## src/rtl/pnmrd_pkg.sv

```systemverilog
// shared types and constants for the pnm raster decoder
package pnmrd_pkg;

	localparam int MAX_WIDTH = 16384;
	localparam int COL_W     = $clog2(MAX_WIDTH);
	localparam int WID_W     = $clog2(MAX_WIDTH + 1);

	localparam int IMG_W_W   = 15;
	localparam int DEPTH_W   = 3;
	localparam int SAMPLE_W  = 16;
	localparam int CFG_IDX_W = 2;
	localparam int CFG_DAT_W = 16;
	localparam int NUM_W     = 24;
	localparam int QUO_W     = 8;
	localparam int STEP_W    = $clog2(QUO_W);
	localparam int BITS_W    = 4;
	localparam int HELD_N    = 3;

	localparam logic [CFG_IDX_W-1:0] REG_PACKED_BILEVEL = 2'd0;
	localparam logic [CFG_IDX_W-1:0] REG_IMAGE_WIDTH    = 2'd1;
	localparam logic [CFG_IDX_W-1:0] REG_CHANNEL_DEPTH  = 2'd2;
	localparam logic [CFG_IDX_W-1:0] REG_MAX_SAMPLE     = 2'd3;

	localparam logic [7:0]            FULL_BYTE   = 8'hFF;
	localparam logic [SAMPLE_W-1:0]   MAX_DEFAULT = 16'd255;

	typedef struct packed {
		logic capture;
		logic prep;
		logic div_step;
		logic emit_bit;
		logic emit_pixel;
		logic hold_channel;
	} pnmrd_cmd_t;

	typedef struct packed {
		logic bilevel;
		logic first_half;
		logic div_last;
		logic bits_last;
		logic pixel_complete;
		logic out_free;
	} pnmrd_status_t;

endpackage

```

## src/rtl/pnmrd_ctrl.sv

```systemverilog
// sequencing state machine for the pnm raster decoder
module pnmrd_ctrl (
	input  logic                    clk,
	input  logic                    arst_n,
	input  logic                    in_valid,
	output logic                    in_stall,
	input  pnmrd_pkg::pnmrd_status_t status,
	output pnmrd_pkg::pnmrd_cmd_t    cmd
);
	import pnmrd_pkg::*;

	typedef enum logic [2:0] {
		S_IDLE,
		S_PREP,
		S_DIV,
		S_PIX,
		S_BITS
	} state_t;

	state_t state_q;
	state_t state_d;

	assign in_stall = (state_q != S_IDLE);

	always_comb begin
		cmd     = '0;
		state_d = state_q;
		case (state_q)
			S_IDLE: begin
				if (in_valid) begin
					cmd.capture = 1'b1;
					if (status.bilevel) begin
						state_d = S_BITS;
					end else if (!status.first_half) begin
						state_d = S_PREP;
					end
				end
			end
			S_PREP: begin
				cmd.prep = 1'b1;
				state_d  = S_DIV;
			end
			S_DIV: begin
				cmd.div_step = 1'b1;
				if (status.div_last) begin
					state_d = S_PIX;
				end
			end
			S_PIX: begin
				if (!status.pixel_complete) begin
					cmd.hold_channel = 1'b1;
					state_d          = S_IDLE;
				end else if (status.out_free) begin
					cmd.emit_pixel = 1'b1;
					state_d        = S_IDLE;
				end
			end
			S_BITS: begin
				if (status.out_free) begin
					cmd.emit_bit = 1'b1;
					if (status.bits_last) begin
						state_d = S_IDLE;
					end
				end
			end
			default: begin
				state_d = S_IDLE;
			end
		endcase
	end

	always_ff @(posedge clk or negedge arst_n) begin
		if (!arst_n) begin
			state_q <= S_IDLE;
		end else begin
			state_q <= state_d;
		end
	end

endmodule

```

## src/rtl/pnmrd_datapath.sv

```systemverilog
// registers, scaling divider and pixel output register of the pnm raster decoder
module pnmrd_datapath (
	input  logic                                 clk,
	input  logic                                 arst_n,
	input  logic                                 cfg_write,
	input  logic [pnmrd_pkg::CFG_IDX_W-1:0]      cfg_index,
	input  logic [pnmrd_pkg::CFG_DAT_W-1:0]      cfg_data,
	input  logic [7:0]                           data_byte,
	input  pnmrd_pkg::pnmrd_cmd_t                cmd,
	output pnmrd_pkg::pnmrd_status_t             status,
	output logic                                 out_valid,
	input  logic                                 out_stall,
	output logic [7:0]                           red,
	output logic [7:0]                           green,
	output logic [7:0]                           blue,
	output logic [7:0]                           alpha,
	output logic                                 last_of_byte
);
	import pnmrd_pkg::*;

	// configuration
	logic                 packed_bilevel_q;
	logic [IMG_W_W-1:0]   image_width_q;
	logic [DEPTH_W-1:0]   channel_depth_q;
	logic [SAMPLE_W-1:0]  max_sample_q;

	// stream state
	logic [7:0]           high_byte_q;
	logic                 high_pending_q;
	logic [1:0]           channel_index_q;
	logic [COL_W-1:0]     column_q;
	logic [7:0]           held_q [HELD_N];

	// per byte work
	logic [7:0]           shift_q;
	logic [BITS_W-1:0]    bits_q;
	logic [SAMPLE_W-1:0]  sample_q;
	logic [SAMPLE_W-1:0]  rem_q;
	logic [7:0]           low_q;
	logic [QUO_W-1:0]     quo_q;
	logic [STEP_W-1:0]    step_q;

	// output register
	logic                 out_valid_q;
	logic [7:0]           red_q;
	logic [7:0]           green_q;
	logic [7:0]           blue_q;
	logic [7:0]           alpha_q;
	logic                 last_q;

	logic [WID_W-1:0]     width_eff;
	logic [WID_W-1:0]     col_eff;
	logic [WID_W-1:0]     remain;
	logic [BITS_W-1:0]    count;
	logic [WID_W-1:0]     col_next;
	logic [DEPTH_W-1:0]   depth_eff;
	logic                 wide_sample;
	logic [SAMPLE_W-1:0]  raw_sample;
	logic [NUM_W-1:0]     numerator;
	logic [SAMPLE_W:0]    trial;
	logic [7:0]           scaled;
	logic [7:0]           bit_level;

	always_comb begin
		if (image_width_q == '0) begin
			width_eff = WID_W'(1);
		end else if (32'(image_width_q) > MAX_WIDTH) begin
			width_eff = WID_W'(MAX_WIDTH);
		end else begin
			width_eff = WID_W'(image_width_q);
		end
		col_eff = (WID_W'(column_q) >= width_eff) ? '0 : WID_W'(column_q);
		remain  = width_eff - col_eff;
		count   = (remain < WID_W'(8)) ? BITS_W'(remain) : BITS_W'(8);
		col_next = col_eff + WID_W'(count);
	end

	always_comb begin
		if (channel_depth_q == '0) begin
			depth_eff = DEPTH_W'(1);
		end else if (channel_depth_q > DEPTH_W'(4)) begin
			depth_eff = DEPTH_W'(4);
		end else begin
			depth_eff = channel_depth_q;
		end
	end

	assign wide_sample = (max_sample_q > MAX_DEFAULT);
	assign raw_sample  = wide_sample ? {high_byte_q, data_byte} : {8'd0, data_byte};

	// v*255 + max/2, below 256*max for a nonzero max so the quotient fits a byte
	assign numerator = {sample_q, 8'd0} - NUM_W'(sample_q) + NUM_W'(max_sample_q >> 1);
	assign trial     = {rem_q, low_q[7]} - {1'b0, max_sample_q};
	assign scaled    = (max_sample_q == '0) ? 8'd0 : quo_q;
	assign bit_level = shift_q[7] ? 8'd0 : FULL_BYTE;

	assign status.bilevel        = packed_bilevel_q;
	assign status.first_half     = wide_sample && !high_pending_q;
	assign status.div_last       = (step_q == STEP_W'(QUO_W - 1));
	assign status.bits_last      = (bits_q == BITS_W'(1));
	assign status.pixel_complete = ({1'b0, channel_index_q} + DEPTH_W'(1)) >= depth_eff;
	assign status.out_free       = !out_valid_q || !out_stall;

	// control state
	always_ff @(posedge clk or negedge arst_n) begin
		if (!arst_n) begin
			packed_bilevel_q <= 1'b0;
			image_width_q    <= IMG_W_W'(1);
			channel_depth_q  <= DEPTH_W'(1);
			max_sample_q     <= MAX_DEFAULT;
			high_byte_q      <= '0;
			high_pending_q   <= 1'b0;
			channel_index_q  <= '0;
			column_q         <= '0;
			out_valid_q      <= 1'b0;
		end else begin
			if (cfg_write) begin
				case (cfg_index)
					REG_PACKED_BILEVEL: packed_bilevel_q <= cfg_data[0];
					REG_IMAGE_WIDTH:    image_width_q    <= cfg_data[IMG_W_W-1:0];
					REG_CHANNEL_DEPTH:  channel_depth_q  <= cfg_data[DEPTH_W-1:0];
					REG_MAX_SAMPLE:     max_sample_q     <= cfg_data[SAMPLE_W-1:0];
					default: begin
					end
				endcase
			end
			if (cmd.capture) begin
				if (packed_bilevel_q) begin
					column_q <= (col_next >= width_eff) ? '0 : COL_W'(col_next);
				end else if (wide_sample && !high_pending_q) begin
					high_byte_q    <= data_byte;
					high_pending_q <= 1'b1;
				end else if (wide_sample) begin
					high_pending_q <= 1'b0;
				end
			end
			if (cmd.hold_channel) begin
				channel_index_q <= channel_index_q + 2'd1;
			end
			if (cmd.emit_pixel) begin
				channel_index_q <= '0;
			end
			if (cmd.emit_pixel || cmd.emit_bit) begin
				out_valid_q <= 1'b1;
			end else if (!out_stall) begin
				out_valid_q <= 1'b0;
			end
		end
	end

	// payload, no reset
	always_ff @(posedge clk) begin
		if (cmd.capture) begin
			shift_q  <= data_byte;
			bits_q   <= count;
			sample_q <= (raw_sample > max_sample_q) ? max_sample_q : raw_sample;
		end
		if (cmd.prep) begin
			rem_q  <= numerator[NUM_W-1:8];
			low_q  <= numerator[7:0];
			step_q <= '0;
		end
		if (cmd.div_step) begin
			// restoring step, one quotient bit a cycle
			if (!trial[SAMPLE_W]) begin
				rem_q <= trial[SAMPLE_W-1:0];
			end else begin
				rem_q <= {rem_q[SAMPLE_W-2:0], low_q[7]};
			end
			quo_q  <= {quo_q[QUO_W-2:0], !trial[SAMPLE_W]};
			low_q  <= {low_q[6:0], 1'b0};
			step_q <= step_q + STEP_W'(1);
		end
		if (cmd.hold_channel) begin
			held_q[channel_index_q] <= scaled;
		end
		if (cmd.emit_bit) begin
			red_q   <= bit_level;
			green_q <= bit_level;
			blue_q  <= bit_level;
			alpha_q <= FULL_BYTE;
			last_q  <= (bits_q == BITS_W'(1));
			shift_q <= {shift_q[6:0], 1'b0};
			bits_q  <= bits_q - BITS_W'(1);
		end
		if (cmd.emit_pixel) begin
			last_q <= 1'b1;
			case (depth_eff)
				DEPTH_W'(1): begin
					red_q   <= scaled;
					green_q <= scaled;
					blue_q  <= scaled;
					alpha_q <= FULL_BYTE;
				end
				DEPTH_W'(2): begin
					red_q   <= held_q[0];
					green_q <= held_q[0];
					blue_q  <= held_q[0];
					alpha_q <= scaled;
				end
				DEPTH_W'(3): begin
					red_q   <= held_q[0];
					green_q <= held_q[1];
					blue_q  <= scaled;
					alpha_q <= FULL_BYTE;
				end
				default: begin
					red_q   <= held_q[0];
					green_q <= held_q[1];
					blue_q  <= held_q[2];
					alpha_q <= scaled;
				end
			endcase
		end
	end

	assign out_valid    = out_valid_q;
	assign red          = red_q;
	assign green        = green_q;
	assign blue         = blue_q;
	assign alpha        = alpha_q;
	assign last_of_byte = last_q;

endmodule

```

## src/rtl/pnm_raster_decoder_unit.sv

```systemverilog
// pnm raster decoder: raw raster bytes in, rgba8 pixels out
//
// Input channel: one raster byte per beat (in_valid / in_stall, data_byte).
// Output channel: one pixel per beat (red, green, blue, alpha, last_of_byte),
// last_of_byte marks the final pixel caused by an input byte.
// Configuration: cfg_write with cfg_index 0..3 selects packed_bilevel,
// image_width, channel_depth and max_sample; write only while the block is idle.
// A bilevel byte is accepted and then gives its pixels one by one (up to 8
// pixels, fewer at the row end). In sample mode the high byte of a two-byte
// sample is only captured and the input stays free for the next byte; a byte
// that completes a sample goes through accept, numerator set-up, 8 steps of
// the restoring divider that scales by max_sample (one quotient bit a
// cycle), and a final write.
// One output register parts the two sides: a finished pixel may wait there
// while the next byte is taken in. While the receiver stalls, the pixel holds
// and further emission waits; input is stalled until the byte is done.
// Reset puts the registers at their defaults (sample mode, width 1, depth 1,
// max 255), clears the row column, channel and two-byte pointers, and empties
// the output register.
module pnm_raster_decoder_unit (
	input  logic                               clk,
	input  logic                               arst_n,
	input  logic                               cfg_write,
	input  logic [pnmrd_pkg::CFG_IDX_W-1:0]    cfg_index,
	input  logic [pnmrd_pkg::CFG_DAT_W-1:0]    cfg_data,
	input  logic                               in_valid,
	output logic                               in_stall,
	input  logic [7:0]                         data_byte,
	output logic                               out_valid,
	input  logic                               out_stall,
	output logic [7:0]                         red,
	output logic [7:0]                         green,
	output logic [7:0]                         blue,
	output logic [7:0]                         alpha,
	output logic                               last_of_byte
);
	import pnmrd_pkg::*;

	pnmrd_cmd_t    cmd;
	pnmrd_status_t status;

	pnmrd_ctrl u_ctrl (
		.clk      (clk),
		.arst_n   (arst_n),
		.in_valid (in_valid),
		.in_stall (in_stall),
		.status   (status),
		.cmd      (cmd)
	);

	pnmrd_datapath u_datapath (
		.clk          (clk),
		.arst_n       (arst_n),
		.cfg_write    (cfg_write),
		.cfg_index    (cfg_index),
		.cfg_data     (cfg_data),
		.data_byte    (data_byte),
		.cmd          (cmd),
		.status       (status),
		.out_valid    (out_valid),
		.out_stall    (out_stall),
		.red          (red),
		.green        (green),
		.blue         (blue),
		.alpha        (alpha),
		.last_of_byte (last_of_byte)
	);

endmodule

```

## config.mk

```make
export PLATFORM = sky130hd
export DESIGN_NAME = pnm_raster_decoder_unit
export DESIGN_NICKNAME = d
export VERILOG_FILES = /design/src/rtl/pnmrd_pkg.sv /design/src/rtl/pnmrd_ctrl.sv /design/src/rtl/pnmrd_datapath.sv /design/src/rtl/pnm_raster_decoder_unit.sv
export SDC_FILE = /design/constraint.sdc
export NUM_CORES = 1
export LEC_CHECK = 0
export ABC_AREA = 0
export BUFFER_PORTS_ARGS = -buffer_cell sky130_fd_sc_hd__buf_2
export CAP_MARGIN = 20
export CORE_MARGIN = 4
export CORE_UTILIZATION = 56
export CTS_BUF_LIST = sky130_fd_sc_hd__clkbuf_16
export DETAILED_ROUTE_END_ITERATION = 6
export HOLD_SLACK_MARGIN = 0.15
export PLACE_DENSITY = 0.75
export SYNTH_ARGS = -nofsm -noshare
export SYNTH_HDL_FRONTEND = slang
export SYNTH_HIERARCHICAL = 1
export SYNTH_SLANG_ARGS = --single-unit
export TNS_END_PERCENT = 1
```

## constraint.sdc

```tcl
create_clock -name clk -period 7.55 [get_ports clk]
set_clock_uncertainty 0.2 [all_clocks]
set_input_delay 1.51 -clock clk [delete_from_list [all_inputs] [get_ports clk]]
set_output_delay 1.51 -clock clk [all_outputs]
set_load 0.05 [all_outputs]
```

==> out/qor.csv <==
stage,metric,value,unit
power_and_ir_drop,pwr-share-clk,15.2,%
worst_setup_path,path_depth,47,
placement,io_buffers,65,
worst_setup_path,crit_start,u_datapath/image_width_q[11]$_DFFE_PN0P_,
drt,drc_errors,0,
worst_setup_path,critPathKind,reg2reg,
worst_setup_path,r2r_slack,-40,ps
sta,period_needed,7590,ps
sta,slew-limit-headroom,39.6,%
yosys,synthTopCellsByArea,"edfxtp_1 29%, ha_1 12%, dfrtp_1 11%",
cts,clock_latency,430,ps
cts,clk_pin_slew,70,ps
drt,wl_per_cell,18.2,um
yosys,ys_seq_elements,184,
cts,clk_path_buf_depth,2,
sta,hold_violations,0,
drt,viasPerCell,5.91,
run_status,violations,setup timing,
die,fp.coreArea,0.0212,mm^2
cts,htree_levels,4,
yosys,synthTopCellsByCount,"121 x ha_1, 117 x edfxtp_1, 115 x nand2_1, 96 x inv_1",
cts,cts.sinks,184,
finish,drive_gt1_share,22.6,%
finish,multi_input_area,0.00667,mm^2
power_and_ir_drop,p_seq_share,30.0,%
yosys,synth_area_per_cell,10.5,um^2
die,initial_core_util,57.4,%
power_and_ir_drop,power_frac_comb,54.8,%
yosys,synthCells,1155,
run_status,status,"finished, violations left",
die,dieArea,0.0241,mm^2
finish,final_nets,1431,
global_route,grt_pass1_wl,45600,um
worst_setup_path,reg2reg_depth,47,
power_and_ir_drop,vdd_ir_drop_max,0.274,mV
sta,hold-worst-slack,244,ps
worst_setup_path,r2r_start,u_datapath/image_width_q[11]$_DFFE_PN0P_,
sta,fin_ws,-35.5,ps
yosys,netlist-cell-type-count,76,
finish,antenna_cells,0,
yosys,synth_most_common_cell,ha_1,
power_and_ir_drop,cellLeakagePower,6.09,nW
finish,n_fill_cell,1629,
worst_setup_path,cp.arrival,7740,ps
yosys,synthArstFlopShare,34.8,%
yosys,mappedNetlistArea,0.0121,mm^2
placement,detailed_place_hpwl,20800,um
power_and_ir_drop,netSwitchingPower,2.44,mW
worst_setup_path,endpoint,u_datapath/column_q[2]$_DFFE_PN0P_,
sta,max_freq,132,MHz
drt,drt_iter0_markers,555,
power_and_ir_drop,swShare,42.2,%
yosys,seq_area_frac_synth,42.7,%
worst_setup_path,path_buf_inv,16,
yosys,synthFlopType,edfxtp_1,
min_path,hold_path_class,reg2reg,
drt,ant_nets,0,
die,io_pins,66,
placement,placed_cells,1506,
cts,cts_inserted_buffers,17,
worst_setup_path,setup.worst_path.end_class,register,
sta,setup_viol,8,
cts,cts_root_buffer,clkbuf_16,
worst_setup_path,crit_fanout,5,
cts,cts_tree,built,
drt,vias,9195,
finish,area_growth,14.8,%
die,dieWidth,155,um
sta,fin_crit_sh,100,%
power_and_ir_drop,power.total,5.78,mW
sta,final_max_slew_viol_count,0,
worst_setup_path,cp_slowest_cell,dfrtp_1,
sta,rsz0062_at_grt,true,
global_route,grt_usage,23.7,%
drt,drt_wl_total,28400,um
worst_setup_path,required,7710,ps
power_and_ir_drop,power_density,415,mW/mm^2
placement,gp_congestion,0.924,
run,max_cap_viol_count,0,
global_route,grt_pass1_vias,9036,
worst_setup_path,cp_common_cell,buf_4,
die,die_y,155,um
yosys,synth_nets,1318,
die,num_rows,53,
finish,final_cell_area,0.0139,mm^2
worst_setup_path,reg2reg_to,u_datapath/column_q[2]$_DFFE_PN0P_,
yosys,yosys.area.top_type,edfxtp_1,
sta,tns,-89.6,ps
worst_setup_path,slowest_delay,400,ps
global_route,grt-ovfl-total,0,
sta,tightest_slew,903,ps
finish,fin_cells,1556,
power_and_ir_drop,internal-power,3.34,mW
worst_setup_path,critical-path-top-delay-family,compound AO/OA/AOI/OAI gates,
drt,drtPass1Iterations,5,
yosys,yosysWarningCount,6,
global_route,grt_max_degree,65,
finish,seqCellArea,0.00519,mm^2
global_route,antenna_found_initial,0,
placement,place_area,0.0130,mm^2
yosys,netlist.area_leader.share,29.0,%
worst_setup_path,start_kind,register,
yosys,synth_edf_count,117,
## stage by stage
step	utilization, %	setup slack, ps
floorplan	-	5.57
global placement	61.6	126
detailed placement	61.6	-83.1
CTS	65.0	13.0
global route	65.9	-467
finish	65.9	-35.5
## worst reg2reg max path: cells and delay by family (launching register included)
family | cells | cell delay, ps
xor gates and xnor gates | 1 | 190
adders and majority gates | 5 | 1250
AOI/OAI and AO/OA | 13 | 2330
DFF | 1 | 400
and+or+nand+nor | 12 | 1150
buffers and inverters | 16 | 1970
## cell usage in the layout, fill, tap and decap left out, types with 33 or more instances in the layout
cell type  synthesis  final
nor2_1            60     54
dfrtp_1           54     54
edfxtp_1         117    117
nand2_1          115    112
buf_2              1     65
ha_1             121    117
mux2_2            60     60
a21oi_1           51     47
inv_1             96     95
buf_4              2     57
a31oi_1           33     33
## layer usage
| layer | track usage, % | share of wire (%) | routed length, um | vias to the layer above |
|---|---|---|---|---|
| li1 | - | - | - | 4409 |
| met1 | 32.1 | 44 | 12500 | 4441 |
| met3 | 3.09 | 5.4 | 1530 | 48 |
| met2 | 39.7 | 48 | 13600 | 297 |
| met4 | 7.79 | 2.3 | 659 | 0 |
| met5 | 0 | 0 | 0 | - |
## flip-flops by register name, indices dropped and copies added, names as in the netlist
name and cells:
u_ctrl/state_q 3, u_datapath/alpha 8, u_datapath/bits_q 4, u_datapath/blue 8, u_datapath/channel_depth_q 3, u_datapath/channel_index_q 2
u_datapath/column_q 14, u_datapath/green 8, u_datapath/held_q 24, u_datapath/high_byte_q 8, u_datapath/high_pending_q 1, u_datapath/image_width_q 15
u_datapath/last_of_byte 1, u_datapath/low_q 8, u_datapath/max_sample_q 16, u_datapath/out_valid 1, u_datapath/packed_bilevel_q 1, u_datapath/quo_q 8
u_datapath/red 8, u_datapath/rem_q 16, u_datapath/sample_q 16, u_datapath/shift_q 8, u_datapath/step_q 3
## cell type report
| type | instances | share of cell area, % |
|---|---|---|
| multi-input combinational | 843 | 47.8 |
| sequential | 184 | 37.2 |
| timing repair buffer | 126 | 5.73 |
| clock buffer | 17 | 3.05 |
| inverter | 96 | 2.61 |
| tap | 275 | 2.47 |
| clock inverter | 15 | 1.09 |
## logic make-up (layout without fill, tap and decap cells)
group,Yosys count,count (layout),share of synthesized area [%]
mux,81,81,7.31
xor+xnor,48,48,3.62
simple gates,340,340,14.0
compound gates,242,242,13.9
flops,184,184,42.7
fa+ha+maj,132,132,14.3
buf+inv,128,254,4.09
## how the worst min path moves through the flow
| stage | depth (start not counted) | start | to | slack, ps |
|---|---|---|---|---|
| 4_1_cts | 0 | u_datapath/quo_q[1]$_DFFE_PP_ | u_datapath/quo_q[2]$_DFFE_PP_ | 240 |
| 6_report | 0 | u_datapath/quo_q[1]$_DFFE_PP_ | u_datapath/quo_q[2]$_DFFE_PP_ | 240 |
| 2_1_floorplan | 0 | u_datapath/quo_q[0]$_DFFE_PP_ | u_datapath/quo_q[1]$_DFFE_PP_ | 220 |
| 3_3_place_gp | 0 | u_datapath/quo_q[6]$_DFFE_PP_ | u_datapath/quo_q[7]$_DFFE_PP_ | 220 |
| 5_1_grt | 0 | u_datapath/quo_q[5]$_DFFE_PP_ | u_datapath/quo_q[6]$_DFFE_PP_ | 250 |
| 3_5_place_dp | 0 | u_datapath/quo_q[5]$_DFFE_PP_ | u_datapath/quo_q[6]$_DFFE_PP_ | 230 |
## power by group through the flow
| stage | Combinational (mW) | Sequential (mW) | Clock, mW |
|---|---|---|---|
| global route | 3.53 | 1.76 | 0.934 |
| floorplan | 2.27 | 1.81 | 0 |
| detailed placement | 3.03 | 1.74 | 0 |
| finish | 3.17 | 1.73 | 0.877 |
| global placement | 2.96 | 1.73 | 0 |
| CTS | 3.09 | 1.73 | 0.888 |
## repair_timing
item,4_1_cts,5_1_grt
pin swaps,11,40
cloned,1,0
setup endpoints to repair,11,14
resized for setup,15,32
setup buffers,13,4
hold buffers,0,0
No activity file was read; power rests on OpenSTA's default activity.
